### src/design/pma_pkg.sv
// ----------------------------------------------------------------------------
// pma_pkg: shared definitions for the alpha premultiply block
// types, constants and the elaboration-time builders of the sRGB tables
// ----------------------------------------------------------------------------
package pma_pkg;

	// default fixed-point configuration
	localparam int LINEAR_FRAC_BITS_DEF  = 16;
	localparam int ENCODE_INDEX_BITS_DEF = 12;

	// field widths
	localparam int CHAN_W     = 16;
	localparam int ENC_W      = 8;
	localparam int NUM_LANES  = 3;
	localparam int NUM_STAGES = 6;

	// configuration port
	localparam int CFG_INDEX_W = 1;
	localparam int CFG_DATA_W  = 1;
	localparam logic [CFG_INDEX_W-1:0] REG_WIDE_CHANNELS = 1'd0;
	localparam logic [CFG_INDEX_W-1:0] REG_SRGB_ENCODED  = 1'd1;

	// channel masks and rounding offsets
	localparam logic [CHAN_W-1:0] MASK_NARROW = 16'h00FF;
	localparam logic [CHAN_W-1:0] MASK_WIDE   = 16'hFFFF;
	localparam logic [CHAN_W-1:0] HALF_NARROW = 16'd127;
	localparam logic [CHAN_W-1:0] HALF_WIDE   = 16'd32767;

	// big-number width for the exact table builders
	localparam int BN_W = 384;

	// per-stage control handed from the top level to each lane
	typedef struct packed {
		logic [NUM_STAGES-1:0] en;
		logic                  srgb_s1;
		logic                  wide_s2;
		logic                  wide_s3;
		logic                  wide_s4;
	} lane_ctl_t;

	function automatic logic [BN_W-1:0] bn_pow(input int unsigned base, input int unsigned e);
		logic [BN_W-1:0] r;
		r = BN_W'(1);
		for (int unsigned i = 0; i < e; i++) begin
			r = r * BN_W'(base);
		end
		return r;
	endfunction

	// linear value of 8-bit sRGB code c in Q1.f, rounded half up, exact
	function automatic int unsigned dec_entry(input int unsigned c, input int unsigned f);
		logic [BN_W-1:0] q12;
		logic [BN_W-1:0] rhs;
		logic [BN_W-1:0] lhs;
		logic [BN_W-1:0] fac;
		logic [63:0]     num;
		int unsigned     lo;
		int unsigned     hi;
		int unsigned     mid;
		if (c <= 32'd10) begin
			num = 64'(200 * c) * (64'd1 << f) + 64'd329460;
			return 32'(num / 64'd658920);
		end
		q12 = bn_pow(269025, 12);
		rhs = bn_pow(1000 * c + 14025, 12) << (5 * (f + 1));
		lo = 0;
		hi = 1 << f;
		while (lo < hi) begin
			mid = lo + ((hi - lo + 1) >> 1);
			fac = BN_W'(2 * mid - 1);
			lhs = q12 * fac * fac * fac * fac * fac;
			if (lhs <= rhs) begin
				lo = mid;
			end else begin
				hi = mid - 1;
			end
		end
		return lo;
	endfunction

	// first encode index whose rounded 8-bit code reaches k, or 2^e if none
	function automatic int unsigned enc_thresh(input int unsigned k, input int unsigned e);
		logic [BN_W-1:0] big_q;
		logic [BN_W-1:0] rhs;
		logic [BN_W-1:0] lhs;
		logic [BN_W-1:0] fac;
		logic [63:0]     lin_l;
		logic [63:0]     lin_r;
		logic            hit;
		int unsigned     lo;
		int unsigned     hi;
		int unsigned     mid;
		big_q = bn_pow(538050, 12);
		rhs = bn_pow(1000 * (2 * k - 1) + 28050, 12) << (5 * e);
		lo = 0;
		hi = 1 << e;
		while (lo < hi) begin
			mid = lo + ((hi - lo) >> 1);
			if (64'(mid) * 64'd10000000 <= (64'd31308 << e)) begin
				lin_l = 64'd1292 * 64'd510 * 64'(mid);
				lin_r = (64'(2 * k - 1) * 64'd100) << e;
				hit = (lin_l >= lin_r);
			end else begin
				fac = BN_W'(mid);
				lhs = big_q * fac * fac * fac * fac * fac;
				hit = (lhs >= rhs);
			end
			if (hit) begin
				hi = mid;
			end else begin
				lo = mid + 1;
			end
		end
		return lo;
	endfunction

endpackage

### src/design/pma_enc_fill.sv
// ----------------------------------------------------------------------------
// pma_enc_fill: loads the sRGB encode table after reset
// walks the table once, stepping the code at each stored threshold
// ----------------------------------------------------------------------------
module pma_enc_fill #(
	parameter int ENCODE_INDEX_BITS = pma_pkg::ENCODE_INDEX_BITS_DEF
) (
	input  logic                         clk,
	input  logic                         arst_n,
	output logic                         busy,
	output logic                         we,
	output logic [ENCODE_INDEX_BITS-1:0] waddr,
	output logic [pma_pkg::ENC_W-1:0]    wdata
);

	localparam int TW    = ENCODE_INDEX_BITS + 1;
	localparam int DEPTH = 1 << ENCODE_INDEX_BITS;
	localparam int NCODE = 1 << pma_pkg::ENC_W;

	// threshold per code step; last slot is a sentinel that is never reached
	function automatic logic [NCODE*TW-1:0] build_thr();
		logic [NCODE*TW-1:0] t;
		t = '0;
		for (int k = 0; k < NCODE - 1; k++) begin
			t[k*TW +: TW] = TW'(pma_pkg::enc_thresh(k + 1, ENCODE_INDEX_BITS));
		end
		t[(NCODE-1)*TW +: TW] = TW'(DEPTH);
		return t;
	endfunction

	localparam logic [NCODE*TW-1:0] THR_TAB = build_thr();

	logic                         fill_q;
	logic [ENCODE_INDEX_BITS-1:0] idx_q;
	logic [pma_pkg::ENC_W-1:0]    code_q;
	logic [TW-1:0]                thr_c;
	logic                         step_c;

	assign thr_c  = THR_TAB[int'(code_q)*TW +: TW];
	assign step_c = (thr_c <= TW'(idx_q));

	assign busy  = fill_q;
	assign we    = fill_q && !step_c;
	assign waddr = idx_q;
	assign wdata = code_q;

	always_ff @(posedge clk or negedge arst_n) begin
		if (!arst_n) begin
			fill_q <= 1'b1;
			idx_q  <= '0;
			code_q <= '0;
		end else if (fill_q) begin
			if (step_c) begin
				code_q <= pma_pkg::ENC_W'(code_q + 1'b1);
			end else begin
				idx_q <= ENCODE_INDEX_BITS'(idx_q + 1'b1);
				if (idx_q == ENCODE_INDEX_BITS'(DEPTH - 1)) begin
					fill_q <= 1'b0;
				end
			end
		end
	end

endmodule

### config.mk
export PLATFORM = sky130hd
export DESIGN_NAME = pma_enc_fill
export DESIGN_NICKNAME = d
export VERILOG_FILES = /design/src/design/pma_pkg.sv /design/src/design/pma_enc_fill.sv
export SDC_FILE = /design/constraint.sdc
export NUM_CORES = 1
export LEC_CHECK = 0
export ABC_CLOCK_PERIOD_IN_PS = 4200
export BUFFER_PORTS_ARGS = -buffer_cell sky130_fd_sc_hd__buf_4
export CAP_MARGIN = 10
export CORE_ASPECT_RATIO = 0.5
export CORE_UTILIZATION = 40
export DETAILED_ROUTE_END_ITERATION = 16
export SETUP_SLACK_MARGIN = 0.1
export SYNTH_ARGS = -nofsm -noshare
export SYNTH_HDL_FRONTEND = slang
export SYNTH_SLANG_ARGS = --single-unit
### constraint.sdc
create_clock -name clk -period 4.2 [get_ports clk]
set_input_delay 0.21 -clock clk [delete_from_list [all_inputs] [get_ports clk]]
set_output_delay 0.21 -clock clk [all_outputs]
set_load 0.005 [all_outputs]
==> reports/metrics.cfg, run 1 <==
[layout]
final_cell_area_mm2 = 0.00544
multiInputGateArea_mm2 = 0.00357
nets = 713
diodes = 0
area_growth_pct = 27.7
final_common_cell = buf_4
fin_cells = 820
final_cell_mix = 113 x buf_4, 52 x nor2_1, 51 x a21oi_1, 42 x o21ai_0, 42 x nand2_1
postLayoutCoreUtil = 0.529
ff_latch_area_um2 = 536
drive_gt1_frac = 0.284
fillerInstances = 1052

[routing]
route.detailed.drc = 0
drt_iter0_drc = 774
ant_nets = 0
vias = 5606
drt_wl_total_um = 21700
routedWlPerCell_um = 26.4
via_per_inst = 6.84
firstDrtPassIters = 6

[place]
dp.cells = 807
dpl.hpwl_um = 15900
gp_congestion = 1.06
port_buffers = 23
dpl-instance-area_mm2 = 0.00503
pre_cts_ws_ns = -0.0334

[global_routing]
track_usage = 0.393
overflow = 0
antenna_found_initial = 1
grt_max_degree = 49
grt_pass1_vias = 5040
grt_first_pass_wirelength_um = 31900

[power]
power_mw = 0.417
vdd_ir_drop_max_v = 0.000164
power_density_mw_per_mm2 = 76.7
power_leakage_nw = 2.08

[die]
fp.dieArea_mm2 = 0.0111
io_pins = 24
die_y_um = 74.9
die-width_um = 148
start_util = 0.414
rows = 26
coreArea_mm2 = 0.0103

[clock_tree]
clock-sinks = 21
cts_buffers = 3
root_buffer = clkbuf_16
cts.clk_slew.worst_paths_ns = 0.06
cts_buffer_depth = 2
htree_levels = 1
clk_latency_ns = 0.26
cts_tree = built

[sta]
post-route-period-util = 0.998
timing.final.ws_setup_ns = 0.00722
setup_viol = 0
period_needed_ns = 4.19
fin_hold_ws_ns = 0.367
hold_viol = 0
setup-tns-final_ns = 0
rsz0062_at_grt = yes
tightestPinTransition_ns = 0.711
slew_violations = 0
relSlewSlack = 0.526
clock_skew_ns = 0.00189
fmax_mhz = 239

[yosys]
ys_seq_area_frac = 0.124
synth_seq_cells = 21
synthArstFlopShare = 1.00
yosysTopAreaCellShare = 0.118
syn-cell-area_mm2 = 0.00426
synth_nets = 647
syn-instance-count = 615
yosysUniqueCellTypes = 67
yosys_warnings = 0
synth_area_leaders = dfrtp_1 12%, ha_1 8.8%, a21oi_1 6.6%, o21ai_0 5.3%, nor2_1 5.1%
avgSynthCellArea_um2 = 6.92
ys.flop_type = dfrtp_1
synth_area_leader_cell = dfrtp_1
synth_edf_count = 0

[worst_setup_path]
path_class = flip-flop to output port
cpMaxStageDelayCell = or4_4
crit_path_max_fanout = 7
setup.worst_path.start_class = flip-flop
cpPeakStageDelay_ns = 0.54
required_ns = 3.99
path_cells = inv_6 > ha_4 > buf_6 > nand2b_4 > nand2_1 > o22ai_2 > mux4_2 > nor2_1 > or4_4 > ha_4 > nand3_1 > or4_1 > a21oi_2 > o21bai_4 > nand2b_4 > inv_1 > buf_4
crit_path_end_kind = output port
critical_path_arrival_ns = 3.98

[flow_run]
maxCapViolCount = 0

[run_status]
outcome = completed

[worst_hold_path]
hold_path_class = primary input to async pin

[per-layer routing]
| metal | vias to the layer above | wire (µm) | track usage |
|---|---|---|---|
| met5 | - | 10 | 0 |
| met3 | 83 | 2960 | 0.124 |
| met4 | 2 | 659 | 0.124 |
| met1 | 2653 | 9280 | 0.541 |
| li1 | 2451 | - | - |
| met2 | 417 | 8770 | 0.588 |
[cells in the mapped netlist, types with 6 or more instances]
master / n
o311ai_0: 6
o211ai_1: 11
and3_1: 9
nor2b_1: 17
a21oi_1: 56
o21ai_0: 45
xnor2_1: 18
a311oi_1: 9
nor2_1: 58
dfrtp_1: 20
nand2b_1: 19
inv_1: 20
nand3_1: 20
nand4_1: 9
a211oi_1: 19
nor3_1: 20
clkbuf_1: 23
a31oi_1: 16
buf_2: 26
nand2_1: 43
ha_1: 30
[sequential cells by signal, indices dropped and copies added (netlist names)]
name,cells
busy,1
wdata,8
waddr,12
[cell type report]
cell class	count	area share
flip-flops and latches	21	0.0985
clock inverters	1	0.00138
clock buffers	3	0.0138
multi-input cells	511	0.657
inverters	22	0.0161
repair buffers	122	0.181
well taps	140	0.0322
[final timing paths]
check                                     startpoint                   end  slack [ns]  depth (start not counted)
worst max-delay path            wdata[1]$_DFFE_PN0P_                    we       0.007                         17
worst min-delay path                          arst_n  waddr[6]$_DFFE_PN0P_        0.37                          2
worst max register to register  wdata[1]$_DFFE_PN0P_  wdata[1]$_DFFE_PN0P_        0.12                         17
worst min register to register  waddr[4]$_DFFE_PN0P_  waddr[4]$_DFFE_PN0P_        0.56                          1
max in group asynchronous                     arst_n        busy$_DFF_PN1_        3.56                          2
min in group clk                waddr[4]$_DFFE_PN0P_  waddr[4]$_DFFE_PN0P_        0.56                          1
[critical path, delay by kind of cell, from the launching register on]
family,cells,cell delay (ns)
AO/OA/AOI/OAI,3,0.48
AND/OR/NAND/NOR,7,1.44
multiplexers,1,0.33
adder cells (fa/ha/maj),2,0.64
flip-flops,1,0.45
buffers and inverters,4,0.37
[logic make-up (layout without fill, tap and decap cells)]
family,after synthesis,count (layout),synth area share
AOI/OAI and AO/OA,231,231,0.367
adders and majority gates,30,30,0.0882
DFF,21,21,0.124
buffers and inverters,83,148,0.0914
and+or+nand+nor,222,222,0.262
muxes,10,10,0.0309
xor gates and xnor gates,18,18,0.0370
[power breakdown]
part           internal [mW]  total [mW]  switching [mW]
Sequential             0.202       0.202               0
Clock                  0.129       0.209          0.0801
Combinational        0.00124     0.00519         0.00395
[what timing repair did]
| action | CTS | global route |
|---|---|---|
| resized for setup | 31 | 31 |
| pin swaps | 8 | 9 |
| cloned | 0 | 0 |
| setup endpoints to repair | 20 | 19 |
| hold buffers | 1 | 0 |
| endpoints found under the hold margin | 20 | 0 |
| buffers inserted | 8 | 0 |
Power figures use the tool's default switching activity.
==> inputs of run 2 (changes only) <==
--- a/config.mk
+++ b/config.mk
@@ -7,10 +7,11 @@
 export LEC_CHECK = 0
 export ABC_CLOCK_PERIOD_IN_PS = 4200
 export BUFFER_PORTS_ARGS = -buffer_cell sky130_fd_sc_hd__buf_4
-export CAP_MARGIN = 10
+export CAP_MARGIN = 20
 export CORE_ASPECT_RATIO = 0.5
-export CORE_UTILIZATION = 40
+export CORE_UTILIZATION = 50
 export DETAILED_ROUTE_END_ITERATION = 16
+export PLACE_DENSITY = 0.7
 export SETUP_SLACK_MARGIN = 0.1
 export SYNTH_ARGS = -nofsm -noshare
 export SYNTH_HDL_FRONTEND = slang
==> reports/metrics.cfg, run 2 (synthesis gave the netlist of run 1 again) <==
[layout]
drive_gt1_frac = 0.298
final_cell_mix = 100 x buf_4, 54 x nor2_1, 49 x a21oi_1, 41 x nand2_1, 40 x o21ai_0
final_common_cell = buf_4
diodes = 0
area_growth_pct = 28.9
nets = 707
fin_cells = 786
largest_reg_flops = 12

[routing]
ant_nets = 0
via_per_inst = 7.41
route.detailed.drc = 0
vias = 5827
routedWlPerCell_um = 26.3
route.met2.wl_um = 8070
wl_met1_um = 8110
drt_wl_total_um = 20700
route.met3.wl_um = 3460
firstDrtPassIters = 6
highest_layer = met4
drt_iter0_drc = 1084

[die]
die-width_um = 132
fp.dieArea_mm2 = 0.00891
io_pins = 24
rows = 23
start_util = 0.525
die_y_um = 67.2
coreArea_mm2 = 0.00812

[clock_tree]
cts_tree = built
clock-sinks = 21
htree_levels = 1
clk_latency_ns = 0.25
cts_buffers = 3
root_buffer = clkbuf_16
cts.clk_slew.worst_paths_ns = 0.06
cts_buffer_depth = 2

[flow_run]
maxCapViolCount = 0

[place]
dpl.hpwl_um = 14300
gp_congestion = 1.04
dp.cells = 764
port_buffers = 23

[sta]
setup-tns-final_ns = 0
tightestPinTransition_ns = 0.638
post-route-period-util = 0.989
setup_viol = 0
period_needed_ns = 4.16
hold_viol = 0
clock_skew_ns = 0.00208
fmax_mhz = 241
relSlewSlack = 0.574
rsz0062_at_grt = yes
slew_violations = 0

[worst_setup_path]
crit_path_max_fanout = 27
worst_r2r_startpoint = wdata[2]$_DFFE_PN0P_
required_ns = 3.99
crit_start = wdata[2]$_DFFE_PN0P_
critical_path_arrival_ns = 3.95
crit_path_end_kind = output port
setup.worst_path.start_class = flip-flop
path_class = flip-flop to output port

[global_routing]
track_usage = 0.453
antenna_found_initial = 0
overflow = 0
grt_first_pass_wirelength_um = 30200
grt_max_degree = 60
grt_pass1_vias = 5085

[power]
power_density_mw_per_mm2 = 74.8
power_leakage_nw = 2.07
vdd_ir_drop_max_v = 0.000184

[worst_hold_path]
hold_path_class = primary input to async pin

[run_status]
outcome = completed

[run 2: changes by cell type in the layout (fill, tap and decap cells not counted), sizes merged]
cell and change:
buf -6, clkinvlp -1, clkinv +1
[run 2: metrics by stage]
| stage | total power, mW | util | setup WS, ns | area [µm²] | hold slack, ns |
|---|---|---|---|---|---|
| 2_1_floorplan | 0.206 | - | 0.118 | 4300 | -0.0856 |
| 3_3_place_gp | 0.211 | 0.606 | 0.159 | 4920 | 0.105 |
| 3_5_place_dp | 0.211 | 0.606 | 0.0618 | 4920 | 0.107 |
| 4_1_cts | 0.409 | 0.642 | 0.102 | 5210 | 0.382 |
| 5_1_grt | 0.423 | 0.676 | 0.0151 | 5490 | 0.401 |
| 6_report | 0.410 | 0.676 | 0.0447 | 5490 | 0.381 |
[run 2: layout make-up]
class,count,area (µm²)
Clock buffer,3,75.1
Clock inverter,1,5.00
Fill cell,680,2630
Inverter,22,87.6
Multi-Input combinational cell,511,3650
Sequential cell,21,536
Tap cell,112,140
Timing Repair Buffer,116,995
[run 2: repair_timing]
action | 4_1_cts | 5_1_grt
hold endpoints to repair | 20 | 0
setup endpoints to repair | 20 | 21
gates resized for setup | 24 | 60
hold buffers | 1 | 0
setup buffers | 13 | 4
pin swaps | 7 | 23
[run 2: metal layers]
layer	GRT usage	vias to the layer above
met4	0.175	0
met5	0	-
met3	0.188	138
li1	-	2441
met2	0.674	568
met1	0.585	2680
[run 2: path summary, 6_finish.rpt]
path,slack (ns),endpoint,depth (start not counted)
min,0.38,waddr[8]$_DFFE_PN0P_,2
min reg2reg,0.58,waddr[4]$_DFFE_PN0P_,1
max,0.04,we,16
max reg2reg,0.10,waddr[1]$_DFFE_PN0P_,16
max in group asynchronous,3.55,busy$_DFF_PN1_,2
min in group clk,0.58,waddr[4]$_DFFE_PN0P_,1
[run 2: power breakdown]
part / leakage [nW] / switching, mW / internal [mW]
Sequential: 0.281 / 0 / 0.202
Clock: 0.0409 / 0.0749 / 0.128
Combinational: 1.75 / 0.00408 / 0.00124
[run 2: worst max-delay path, cell delays in order (launching register included)]
cell and delay (ns):
dfrtp_2 0.51, buf_12 0.21, ha_1 0.25, nor2b_1 0.33
a22oi_1 0.12, o2111ai_1 0.20, nand2_1 0.09, nor3_2 0.29
a31oi_2 0.11, ha_1 0.30, nand4_1 0.16, or4_4 0.55
a21oi_2 0.14, o21bai_4 0.13, nand2b_4 0.15, inv_2 0.04
buf_6 0.10
